==> src/tga_pkg.sv <==
package tga_pkg;

  // Default sizes of the two stores.
  localparam int MAX_POINTS_DEF = 1024;
  localparam int MAX_DIMS_DEF   = 4;

  // Field and datapath widths.
  localparam int COORD_W    = 32;
  localparam int GRAD_W     = 48;
  localparam int WEIGHT_W   = 24;
  localparam int CONST_W    = 15;
  localparam int OFFSET_W   = 14;
  localparam int PROD_W     = WEIGHT_W + CONST_W;
  localparam int FRAC_SHIFT = 58;
  localparam int NUM_W      = PROD_W + FRAC_SHIFT;
  localparam int T_W        = 54;
  localparam int MAG_W      = 64;
  localparam int CFG_IDX_W  = 3;
  localparam int DIMS_W     = 3;
  localparam int PTS_W      = 11;

  // Input item kinds.
  typedef enum logic [1:0] {
    KIND_WRITE = 2'd0,
    KIND_CLEAR = 2'd1,
    KIND_PAIR  = 2'd2,
    KIND_READ  = 2'd3
  } kind_t;

  // Pair types.
  typedef enum logic [1:0] {
    PT_NEIGHBOR = 2'd0,
    PT_MIDNEAR  = 2'd1,
    PT_FURTHER  = 2'd2,
    PT_NONE     = 2'd3
  } pair_type_t;

  // Result status codes.
  typedef enum logic [1:0] {
    STAT_OK    = 2'd0,
    STAT_RANGE = 2'd1,
    STAT_SAT   = 2'd2
  } status_t;

  // Configuration register indexes.
  localparam logic [CFG_IDX_W-1:0] CFG_W_NEIGHBOR = 3'd0;
  localparam logic [CFG_IDX_W-1:0] CFG_W_MIDNEAR  = 3'd1;
  localparam logic [CFG_IDX_W-1:0] CFG_W_FURTHER  = 3'd2;
  localparam logic [CFG_IDX_W-1:0] CFG_DIMS       = 3'd3;
  localparam logic [CFG_IDX_W-1:0] CFG_POINTS     = 3'd4;

  // Register reset values.
  localparam logic [WEIGHT_W-1:0] RST_W_NEIGHBOR = 24'd32768;
  localparam logic [WEIGHT_W-1:0] RST_W_MIDNEAR  = 24'd16384000;
  localparam logic [WEIGHT_W-1:0] RST_W_FURTHER  = 24'd16384;
  localparam logic [DIMS_W-1:0]   RST_DIMS       = 3'd2;
  localparam logic [PTS_W-1:0]    RST_POINTS     = 11'd1024;

  // Numerator constants and distance offsets of each pair type.
  localparam logic [CONST_W-1:0]  C_NEIGHBOR = 15'd20;
  localparam logic [CONST_W-1:0]  C_MIDNEAR  = 15'd20000;
  localparam logic [CONST_W-1:0]  C_FURTHER  = 15'd2;
  localparam logic [OFFSET_W-1:0] K_NEIGHBOR = 14'd10;
  localparam logic [OFFSET_W-1:0] K_MIDNEAR  = 14'd10000;
  localparam logic [OFFSET_W-1:0] K_FURTHER  = 14'd1;

  localparam logic signed [GRAD_W-1:0] GRAD_MAX = {1'b0, {(GRAD_W-1){1'b1}}};
  localparam logic signed [GRAD_W-1:0] GRAD_MIN = {1'b1, {(GRAD_W-1){1'b0}}};

  // Sequencer states.
  typedef enum logic [4:0] {
    S_CLEAR,
    S_IDLE,
    S_RD_WAIT,
    S_CHECK,
    S_SUM_RD,
    S_SUM_DIFF,
    S_SUM_SQ,
    S_SUM_ACC,
    S_T,
    S_DIV1_GO,
    S_DIV1,
    S_DIV2_GO,
    S_DIV2,
    S_UPD_RD,
    S_UPD_DIFF,
    S_MUL_LO,
    S_MUL_HI,
    S_COMP,
    S_UPD_A,
    S_RD_B,
    S_UPD_B,
    S_DONE
  } tga_state_t;

endpackage

==> src/tga_divider.sv <==
module tga_divider (
  input  logic                      clk,
  input  logic                      rst_n,
  input  logic                      start,
  input  logic [tga_pkg::NUM_W-1:0] num,
  input  logic [tga_pkg::T_W-1:0]   den,
  output logic                      done,
  output logic [tga_pkg::NUM_W-1:0] quo
);
  import tga_pkg::*;

  localparam int CNT_W = $clog2(NUM_W + 1);

  logic             run_r;
  logic [CNT_W-1:0] cnt_r;
  logic [T_W:0]     rem_r;
  logic [T_W-1:0]   den_r;
  logic [NUM_W-1:0] quo_r;
  logic [T_W:0]     shifted;
  logic             fits;

  // One restoring step: bring down the next numerator bit and try to subtract.
  assign shifted = {rem_r[T_W-1:0], quo_r[NUM_W-1]};
  assign fits    = (shifted >= {1'b0, den_r});
  assign done    = run_r && (cnt_r == CNT_W'(NUM_W - 1));
  assign quo     = quo_r;

  // Step control.
  always_ff @(posedge clk) begin
    if (!rst_n) begin
      run_r <= 1'b0;
      cnt_r <= '0;
    end else if (start) begin
      run_r <= 1'b1;
      cnt_r <= '0;
    end else if (run_r) begin
      cnt_r <= cnt_r + 1'b1;
      if (done) begin
        run_r <= 1'b0;
      end
    end
  end

  // Remainder and quotient shift register.
  always_ff @(posedge clk) begin
    if (start) begin
      rem_r <= '0;
      den_r <= den;
      quo_r <= num;
    end else if (run_r) begin
      rem_r <= fits ? (shifted - {1'b0, den_r}) : shifted;
      quo_r <= {quo_r[NUM_W-2:0], fits};
    end
  end

endmodule

==> config.mk <==
export PLATFORM = sky130hd
export DESIGN_NAME = tga_divider
export DESIGN_NICKNAME = d
export VERILOG_FILES = /design/src/tga_pkg.sv /design/src/tga_divider.sv
export SDC_FILE = /design/constraint.sdc
export NUM_CORES = 1
export LEC_CHECK = 0
export BUFFER_PORTS_ARGS = -buffer_cell sky130_fd_sc_hd__buf_2
export CORE_ASPECT_RATIO = 0.6
export CORE_MARGIN = 2
export CORE_UTILIZATION = 56
export CTS_BUF_LIST = sky130_fd_sc_hd__clkbuf_8 sky130_fd_sc_hd__clkbuf_16
export CTS_CLUSTER_DIAMETER = 40
export DETAILED_ROUTE_END_ITERATION = 8
export HOLD_SLACK_MARGIN = 0.08
export PLACE_DENSITY = 0.82
export SYNTH_ARGS = -nofsm -noshare
export SYNTH_HDL_FRONTEND = slang
export SYNTH_SLANG_ARGS = --single-unit
==> constraint.sdc <==
create_clock -name clk -period 4.6 [get_ports clk]
set_input_delay 0.46 -clock clk [delete_from_list [all_inputs] [get_ports clk]]
set_output_delay 0.46 -clock clk [all_outputs]
set_load 0.01 [all_outputs]
### Word-level counts from Yosys, hierarchy flattened

Cells that the tools add are included.

| operators by class | value |
|---|---|
| $add $sub $neg | 2 |
| bitwise gates (word level) | 1 |
| reduce and logical (&&, ||, !) cells | 3 |
| $lt $le $gt $ge | 1 |
| equality and inequality tests | 1 |
| multiplexer cells | 6 |

Operators with widths:

| cell | count |
|---|---|
| 2-to-1 mux 97 bit | 2 |
| greater-or-equal comparator 55 x 54 -> 1 bit | 1 |
| 2-to-1 mux 54 bit | 1 |
| subtractor 54 bit | 1 |
| adder 7 x 1 -> 7 bit (second input constant) | 1 |
| equality test 7 bit (second input constant) | 1 |
| 2-to-1 mux 1 bit | 3 |
| nonzero test 2 bit | 1 |
| OR reduction 2 bit | 1 |
| logical AND 1 bit | 1 |
| NOT 1 bit | 1 |

| storage, ports and cells | value |
|---|---|
| register bits | 213 |
| output and inout port bits | 98 |
| word-level logic and storage cells | 19 |

### Longest topological paths before layout

Gate-level depths: netlist of the first run.

| depth | value |
|---|---|
| depth after elaboration | 5 |
| gate-level depth with buffers | 14 |
| depth with buffers taken out | 13 |

### Worst setup path after synthesis of the first run

Ideal clock, no wire load.

| timing path | value |
|---|---|
| kind | reg2reg |
| from | register run_r |
| to | register quo_r[0], in the netlist quo[0] (enable) |
| slack | 1.155 ns |
| library setup time | 0.450 ns |
| data arrival time | 2.995 ns |
| stages on the path, launching flop included | 5 |
| path buffers | 2 |
| path through | dfxtp_1 clkbuf_1 clkbuf_1 nor2_1 inv_1 |

| between the ends | value |
|---|---|
| longest elaborated chain between the ends | 1 |

Ends and longest elaborated chain:

| element | line | source |
|---|---|---|
| start, declared | tga_divider.sv:14 | `logic run_r;` |
| start signal, assigned | tga_divider.sv:31 | `run_r <= 1'b0;` |
| start signal, assigned | tga_divider.sv:34 | `run_r <= 1'b1;` |
| start signal, assigned | tga_divider.sv:39 | `run_r <= 1'b0;` |
| nonzero test 2 bit (no source line) | - |  |
| end signal, assigned | tga_divider.sv:49 | `quo_r <= num;` |
| end signal, assigned | tga_divider.sv:52 | `quo_r <= {quo_r[NUM_W-2:0], fits};` |
| end, declared | tga_divider.sv:18 | `logic [NUM_W-1:0] quo_r;` |

Every way passes these cells.
A chain may end at the register's enable or synchronous reset.

### Worst setup path in the final report of the first run

| timing path | value |
|---|---|
| from | register den_r[5] |
| to | register rem_r[32] |

| between the ends | value |
|---|---|
| longest elaborated chain between the ends | 2 |
| elaborated cells between the ends (all ways) | 3 |
| those cells by class | 1 x add/sub; 1 x order compare; 1 x mux |

Ends and longest elaborated chain:

| element | line | source |
|---|---|---|
| start, declared | tga_divider.sv:17 | `logic [T_W-1:0] den_r;` |
| start signal, assigned | tga_divider.sv:48 | `den_r <= den;` |
| subtractor 54 bit or greater-or-equal comparator 55 x 54 -> 1 bit (tied branches) | tga_divider.sv:51, tga_divider.sv:24 |  |
| 2-to-1 mux 54 bit * | tga_divider.sv:51 | `rem_r <= fits ? (shifted - {1'b0, den_r}) : shifted;` |
| end signal, assigned | tga_divider.sv:51 |  |
| end, declared | tga_divider.sv:16 | `logic [T_W:0] rem_r;` |

Every way passes the cells marked *; elsewhere a longest branch is shown, timed or not.

==> results of run 1 <==
-- through the flow --
step           cell area [um^2]  total power [mW]  utilization
6_report                  14300              5.56        0.682
5_1_grt                   14300              5.78        0.682
4_1_cts                   14300              5.55        0.682
3_5_place_dp              13400              3.64        0.639
3_3_place_gp              13400              3.60        0.639
2_1_floorplan             12000              3.24            -
-- cell usage after synthesis, drive strengths merged (3+ instances only) --
cell / number / share of area
a211oi: 7 / 0.0052
a21o: 18 / 0.011
a21oi: 76 / 0.033
a221oi: 4 / 0.0049
a2bb2oi: 5 / 0.0036
a311oi: 39 / 0.032
a31oi: 4 / 0.0026
a32oi: 4 / 0.0029
and2: 4 / 0.0023
and3: 8 / 0.0046
buf: 23 / 0.012
clkbuf: 35 / 0.011
dfxtp: 62 / 0.10
edfxtp: 151 / 0.38
ha: 56 / 0.058
inv: 70 / 0.022
mux2: 99 / 0.093
mux2i: 4 / 0.0033
nand2: 135 / 0.042
nand2b: 7 / 0.0036
nand3: 18 / 0.0075
nand4: 26 / 0.014
nor2: 86 / 0.027
nor2b: 4 / 0.0021
nor3: 15 / 0.0062
nor4: 5 / 0.0036
o2111ai: 3 / 0.0022
o211ai: 6 / 0.0046
o21a: 7 / 0.0045
o21ai: 44 / 0.019
o21bai: 17 / 0.011
o22ai: 5 / 0.0026
o31ai: 6 / 0.0042
or2: 4 / 0.0021
or3: 10 / 0.0052
xnor2: 23 / 0.017
xor2: 21 / 0.015
-- cells by family (layout without fill, tap and decap cells) --
logic type      count (synthesis)  count (layout)  share of synthesized area
simple gates                  330             330                      0.125
fa+ha+maj                      57              57                     0.0599
flops                         213             213                      0.480
xor+xnor                       44              44                     0.0320
mux                           103             103                     0.0962
buf+inv                       128             382                     0.0449
compound gates                268             268                      0.162
-- critical path: stages, from the launching register on --
cell	delay (ps)
edfxtp_1	340
inv_1	60
ha_1	410
nand2_1	140
o21ai_1	160
a21oi_1	130
o41ai_4	560
o2bb2ai_1	240
o211ai_2	180
nand2_2	810
mux2i_1	490
o21ai_0	120
-- registers in the layout, indices dropped and copies added, names as in the netlist --
register,cells
quo,97
den_r,54
rem_r,54
cnt_r,7
run_r,1
-- repair_timing --
action,CTS,global route
hold endpoints to repair,10,0
hold buffers,10,0
resized for setup,0,0
-- report_power, final --
part	switching, mW	leakage [nW]	total, mW	internal, mW
combinational	0.772	3.60	1.28	0.506
clock	0.832	0.387	1.92	1.08
sequential	0.106	2.01	2.37	2.26
-- layout make-up --
cell class                      count  area share
Sequential cell                   213       0.403
Multi-Input combinational cell    802       0.399
Clock inverter                     20      0.0133
Tap cell                          279      0.0243
Timing Repair Buffer              268      0.0997
Inverter                           70      0.0184
Clock buffer                       24      0.0419
-- routing by layer --
| metal | wire length [um] | vias to the layer above |
|---|---|---|
| li1 | - | 4710 |
| met1 | 15000 | 4791 |
| met2 | 14100 | 481 |
| met3 | 3810 | 34 |
| met4 | 370 | 2 |
| met5 | 15 | - |
-- how the worst min path moves through the flow --
| stage | slack (ps) | endpoint | start | cells past startpoint |
|---|---|---|---|---|
| CTS | 80 | den_r[12] | den[12] | 1 |
| global route | 80 | den_r[9] | den[9] | 1 |
| global placement | 460 | rem_r[34] | rem_r[34] | 2 |
| floorplan | 450 | rem_r[34] | rem_r[34] | 2 |
| detailed placement | 480 | rem_r[34] | rem_r[34] | 2 |
| finish | 90 | den_r[5] | den[5] | 1 |
==> impl_metrics.ini, run 1 <==
[status]
outcome = finished, final reports clean

[setup_path]
cp_max_fo = 45
critPathCaptureType = flop
rr_worst_depth = 11
timing.rr.end = rem_r[32]
worstReg2RegStart = den_r[5]
critPathCapture = rem_r[32]
rrSetupSlack_ps = 790
startpoint = den_r[5]
cp.arrival_ps = 4220
required_ps = 5020
setup.worst_path.class = flop to flop
cp-start-kind = flop

[sta]
timing.hold.ws_ps = 93.3
worst_slew_pin_slew_ps = 1040
period_needed_ps = 3810
final_hold_viol_count = 0
setup_slack_ps = 795
fmax_mhz = 263
relSlewSlack = 0.303
finClkSkew_ps = 31.7
finalCritPeriodShare = 0.827
maxSlewViolCount = 0
fin_tns_setup_ps = 0
rsz0062_at_grt = no
finalSetupViolations = 0

[logic_synthesis]
yosys_warnings = 0
synth_edf_count = 151
synthDistinctLibCells = 84
syn_nets = 1354
avgSynthCellArea_um2 = 10.5
synth_area_um2 = 12000
ys.flop_type = edfxtp_1
synth.ff_latch_count = 213
synthArstFlopShare = 0
ys_seq_area_frac = 0.480
synth_cells = 1143

[placement]
dpl.cell_count = 1622
place_ws_ps = 944
port_buffers = 251
dp_hpwl_um = 24500
gp_congestion = 1.01

[die]
core_region_area_um2 = 21000
fp.dieH_um = 118
rows = 41
die_area_um2 = 22700
die-width_um = 193
boundaryPins = 252
start_util = 0.572

[global_routing]
grt_util_met1 = 0.427
antenna_found_initial = 1
grt_pass1_wl_um = 52100
grt_pass1_vias = 9508
grt-busiest-layer = met1
grt.overflow.total = 0
groute.usage.overall = 0.286
grt_max_degree = 77
grtUsageMet2 = 0.411
grt_util_met3 = 0.0948

[final_layout]
antenna_cells = 0
synthToLayoutAreaGrowth_pct = 19.1
multiInputGateArea_um2 = 5730
layout_common_cells = buf_2, edfxtp_1, nand2_1
fill_cells = 1646
layout_commonest_cell = buf_2
register_area_um2 = 5780
finalNonFillerCells = 1676
drive_gt1_frac = 0.308
nets = 1590

[clock_tree]
root_buffer = clkbuf_16
cts_tree = done
cts_buffers = 24
cts_sinks = 213
cts_buffer_depth = 3
cts_setup_buffers = 0
h-tree-depth = 1
clk_pin_slew_ps = 60
insertion_delay_ps = 540

[drt]
drt_pre_antenna_iters = 6
ant_nets = 0
wl_per_cell_um = 19.8
wl_um = 33200
drc_errors = 0
vias_per_cell = 5.98
first_iter_violations = 989
num_vias = 10000

[pwr]
irDropWorstVdd_mv = 0.301
cellLeakagePower_nw = 6.00
power_density_nw_per_um2 = 388

[worst_hold_path]
hold_path_class = input pin to flop

[job]
cap_violations = 0
Note: power is estimated with default switching activity, not from simulation.
==> run 2: changes to the inputs <==
- ABC_AREA: unset -> 1
- CORE_UTILIZATION: 56 -> 52
- PLACE_DENSITY: 0.82 -> 0.79
- clock period: 4.6 -> 3.23 ns (I/O delays scaled with it)
==> impl_metrics.ini, run 2 <==
[placement]
place_ws_ps = 356
dpl.cell_count = 2614
gp_congestion = 1.04
dp_hpwl_um = 35300
post_dp_cell_area_um2 = 15500
port_buffers = 251

[logic_synthesis]
synth_common_cells = nand2_1, inv_1, edfxtp_1
yosys.area.top_type_share = 0.328
synth_cells = 2039
ys.flop_type = edfxtp_1
syn_nets = 2250
synth.ff_latch_count = 213
synth_area_leaders = edfxtp_1, nand2_1, inv_1
synth_area_um2 = 13800
synthDistinctLibCells = 34
yosys_warnings = 0
yosys.area.top_type = edfxtp_1
synth_edf_count = 151
ys_seq_area_frac = 0.417
avgSynthCellArea_um2 = 6.79
synthArstFlopShare = 0
yosysMostFrequentCell = nand2_1

[global_routing]
grt_pass1_vias = 13800
groute.usage.overall = 0.357
grt_max_degree = 83
grt_pass1_wl_um = 77000
grt.overflow.total = 0
antenna_found_initial = 0

[final_layout]
layout_common_cells = nand2_1, inv_1, buf_2
synthToLayoutAreaGrowth_pct = 29.1
nets = 2643
largest_register_ffs = 97
stdcell_area_um2 = 17900
finalNonFillerCells = 2811
layout_commonest_cell = nand2_1
fill_cells = 2174
finalCoreUtilization = 0.680
antenna_cells = 0
drive_gt1_frac = 0.133

[sta]
period_needed_ps = 3040
worst_slew_pin_slew_ps = 768
setup_slack_ps = 190
fmax_mhz = 329
finalSetupViolations = 0
rsz0062_at_grt = no
fin_tns_setup_ps = 0
relSlewSlack = 0.487
finClkSkew_ps = 22.5
final_hold_viol_count = 0
finalCritPeriodShare = 0.941
maxSlewViolCount = 0

[setup_path]
required_ps = 3670
cp-start-kind = flop
crit_chain = inv_1 -> ha_1 -> nand2_1 -> inv_1 -> nand2_1 -> nand2_1 -> nand2_1 -> nand2_1 -> nand2_1 -> nand2_1 -> a21oi_4 -> buf_4 -> buf_4 -> nand4_1 -> nand2_1 -> inv_1 -> nand2_1 -> nand2_1
slowest_stage = buf_4
critPathBufInv = 5
critPathCaptureType = flop
max_stage_delay_ps = 460
cp.arrival_ps = 3480
cp_common_cell = nand2_1
setup.worst_path.class = flop to flop
crit_family = buffers and inverters
cp_max_fo = 30

[die]
rows = 46
boundaryPins = 252
fp.dieH_um = 130
core_region_area_um2 = 26300
die_area_um2 = 28000
die-width_um = 215
start_util = 0.526

[clock_tree]
cts_resized = 0
cts_buffer_depth = 3
insertion_delay_ps = 560
root_buffer = clkbuf_16
clk_pin_slew_ps = 70
cts_setup_buffers = 0
cts_buffers = 25
cts_sinks = 213
h-tree-depth = 1
cts_tree = done

[drt]
vias_per_cell = 5.27
wl_per_cell_um = 18.2
ant_nets = 0
drc_errors = 0
drt_pre_antenna_iters = 6
first_iter_violations = 1660
num_vias = 14800
wl_um = 51100

[status]
outcome = finished, final reports clean

[pwr]
cellLeakagePower_nw = 9.52
power_density_nw_per_um2 = 409
irDropWorstVdd_mv = 0.449

[job]
cap_violations = 0

[worst_hold_path]
hold_path_class = input pin to flop
## run 2: cell count changes after synthesis, sizes merged, moves of 19 or more
cell,change
mux2,-99
nand2,+753
nand4,+38
nand3,+108
xor2,-21
nor2,+19
a311oi,-39
a21oi,-46
inv,+345
## run 2: kinds of logic (layout without fill, tap and decap cells)
family / count (synthesis) / in the layout / synth area share
fa+ha+maj: 57 / 57 / 0.0521
xor+xnor: 27 / 27 / 0.0171
simple gates: 1207 / 1207 / 0.357
buf+inv: 467 / 879 / 0.130
flops: 213 / 213 / 0.417
compound gates: 68 / 68 / 0.0270
## run 2: per-stage QoR
step / power, mW / hold WS, ps
4_1_cts: 7.21 / 83.6
3_5_place_dp: 4.19 / 465
3_3_place_gp: 4.17 / 461
6_report: 7.30 / 137
2_1_floorplan: 3.78 / 422
5_1_grt: 7.52 / 119
## run 2: worst paths after layout
path                  start   endpoint  slack, ps  depth (start not counted)
setup / recovery  den_r[25]  rem_r[51]        190                         18
hold / removal      num[96]    quo[96]        140                          3
setup reg to reg  den_r[25]  rem_r[51]        190                         18
hold reg to reg   rem_r[49]  rem_r[49]        470                          2
## run 2: worst register-to-register path: stages, from the launching register on
cell and delay (ps):
edfxtp_1 440, inv_1 100, ha_1 280, nand2_1 120
inv_1 50, nand2_1 60, nand2_1 70, nand2_1 70
nand2_1 120, nand2_1 90, nand2_1 110, a21oi_4 170
buf_4 400, buf_4 470, nand4_1 150, nand2_1 80
inv_1 50, nand2_1 50, nand2_1 50
## run 2: per-layer routing
metal,global-route usage,wire length (um)
met5,0.0150,0
met4,0.0940,1390
met3,0.100,5950
met2,0.500,20200
met1,0.537,23600
## run 2: timing repair
item / 4_1_cts / 5_1_grt
setup endpoints to repair: 0 / 0
hold buffers: 151 / 0
endpoints found under the hold margin: 152 / 0
## run 2: power breakdown
part / total, mW / switching, mW / leakage (nW) / internal, mW
Sequential: 3.26 / 0.111 / 2.02 / 3.15
Combinational: 1.09 / 0.645 / 7.07 / 0.440
Clock: 2.95 / 1.32 / 0.422 / 1.64
## run 2: layout make-up
cell class | count | area [um^2] | share of cell area
clock buffer | 29 | 681 | 0.0381
timing repair buffer | 417 | 2950 | 0.165
inverter | 416 | 1560 | 0.0875
sequential | 213 | 5780 | 0.323
tap | 360 | 450 | 0.0252
multi-input combinational | 1359 | 6280 | 0.351
clock inverter | 17 | 176 | 0.00987
==> run 3: changes to the inputs <==
- BUFFER_PORTS_ARGS: -buffer_cell sky130_fd_sc_hd__buf_2 -> -buffer_cell sky130_fd_sc_hd__clkbuf_2
- PLACE_DENSITY: 0.79 -> 0.78
==> impl_metrics.ini, run 3 (synthesis gave the netlist of run 2 again) <==
[status]
outcome = finished, final reports clean

[setup_path]
required_ps = 3680
cp_common_cell = nand2_1
cp-start-kind = flop
slowest_stage = fa_1
critPathBufInv = 2
max_stage_delay_ps = 520
cp.arrival_ps = 3500
crit_family = simple AND/OR/NAND/NOR gates
crit_chain = inv_1 -> ha_1 -> inv_1 -> fa_1 -> nand3_1 -> nand3_1 -> nand2_1 -> nand2_1 -> nand2_1 -> nand2_1 -> nand2_1 -> nand3_1 -> nand2_1 -> nand3_1 -> nand3_1 -> nand2_1
critPathCaptureType = flop
setup.worst_path.class = flop to flop
cp_max_fo = 4

[sta]
worst_slew_pin_slew_ps = 1290
relSlewSlack = 0.138
period_needed_ps = 3050
fin_tns_setup_ps = 0
finalSetupViolations = 0
maxSlewViolCount = 0
finClkSkew_ps = 23.2
rsz0062_at_grt = no
final_hold_viol_count = 0
finalCritPeriodShare = 0.943
fmax_mhz = 328

[pwr]
power_frac_seq = 0.436
p_int_mw = 5.33
netSwitchingFraction = 0.288
p_clk_frac = 0.416
irDropWorstVdd_mv = 0.535
cellLeakagePower_nw = 9.62
p_sw_mw = 2.16
combPwrFrac = 0.148
power_density_nw_per_um2 = 417

[global_routing]
grt_pass1_wl_um = 77100
grt_pass1_vias = 14100
groute.usage.overall = 0.357
antenna_found_initial = 0
grtUsageMet2 = 0.508
grt_util_met3 = 0.106
grt-busiest-layer = met1
grt.overflow.total = 0
grt_max_degree = 101
grt_util_met1 = 0.526

[final_layout]
drive_gt1_frac = 0.135
stdcell_area_um2 = 18000
nets = 2652
layout_common_cells = nand2_1, inv_1, clkbuf_2
layout_commonest_cell = nand2_1
synthToLayoutAreaGrowth_pct = 29.8
largest_register_ffs = 97

[placement]
gp_congestion = 1.03
dp_hpwl_um = 35500
port_buffers = 251
post_dp_cell_area_um2 = 15500

[drt]
drc_errors = 0
vias_per_cell = 5.29
wl_per_cell_um = 18.1
num_vias = 14900
wl_um = 51200
ant_nets = 0
drt_pre_antenna_iters = 6
first_iter_violations = 1641

[clock_tree]
cts_buffers = 27
cts_buffer_depth = 3
cts_tree = done
root_buffer = clkbuf_16
clk_pin_slew_ps = 70
insertion_delay_ps = 560
cts_resized = 0
h-tree-depth = 1
cts_sinks = 213

[job]
cap_violations = 0

[die]
boundaryPins = 252
rows = 46
die_area_um2 = 28000
start_util = 0.526
core_region_area_um2 = 26300
die-width_um = 215
fp.dieH_um = 130

[worst_hold_path]
hold_path_class = input pin to flop
[run 3: worst paths after layout]
check / slack (ps) / start / to / cells after the start
hold / removal: 140 / num[4] / quo[4] / 3
setup / recovery: 180 / quo[96] / rem_r[44] / 16
hold reg to reg: 470 / rem_r[41] / rem_r[41] / 2
setup reg to reg: 180 / quo[96] / rem_r[44] / 16
[run 3: metal layers]
| layer | wire (um) | vias up |
|---|---|---|
| met5 | 103 | - |
| met3 | 6710 | 135 |
| met1 | 22500 | 6773 |
| met4 | 1460 | 2 |
| li1 | - | 7075 |
| met2 | 20500 | 954 |
[run 3: stage by stage]
step                total power [mW]   util  setup WS [ps]  cells  hold WS [ps]
floorplan                       3.78      -            313   2039           422
global placement                4.18  0.591            426   2621           461
detailed placement              4.20  0.591            397   2621           465
CTS                             7.40  0.683            376   2822          93.5
global route                    7.72  0.683           18.3   2822           145
finish                          7.49  0.683            183   2823           144
[run 3: final cells by class]
type | instances | area [um^2]
timing repair buffer | 424 | 2970
clock buffer | 29 | 714
clock inverter | 21 | 204
inverter | 416 | 1560
tap | 360 | 450
antenna | 1 | 2.50
multi-input combinational | 1359 | 6280
fill | 2190 | 8340
sequential | 213 | 5780
[run 3: timing repair]
action	4_1_cts	5_1_grt
setup endpoints to repair	0	0
hold endpoints to repair	152	0
setup buffers	0	0
hold buffers	151	0
[run 3: power by group through the flow]
stage               logic (mW)  registers (mW)  clock network [mW]
finish                    1.11            3.27                3.12
global route              1.19            3.28                3.24
CTS                       1.05            3.25                3.10
detailed placement       0.897            3.31                   0
global placement         0.882            3.30                   0
floorplan                0.425            3.35                   0
[run 3: worst reg2reg max path: cells and delay by family, from the launching register on]
| family | cells | cell delay, ps |
|---|---|---|
| simple gates | 12 | 1670 |
| fa+ha+maj | 2 | 660 |
| flops | 1 | 380 |
| buf+inv | 2 | 230 |
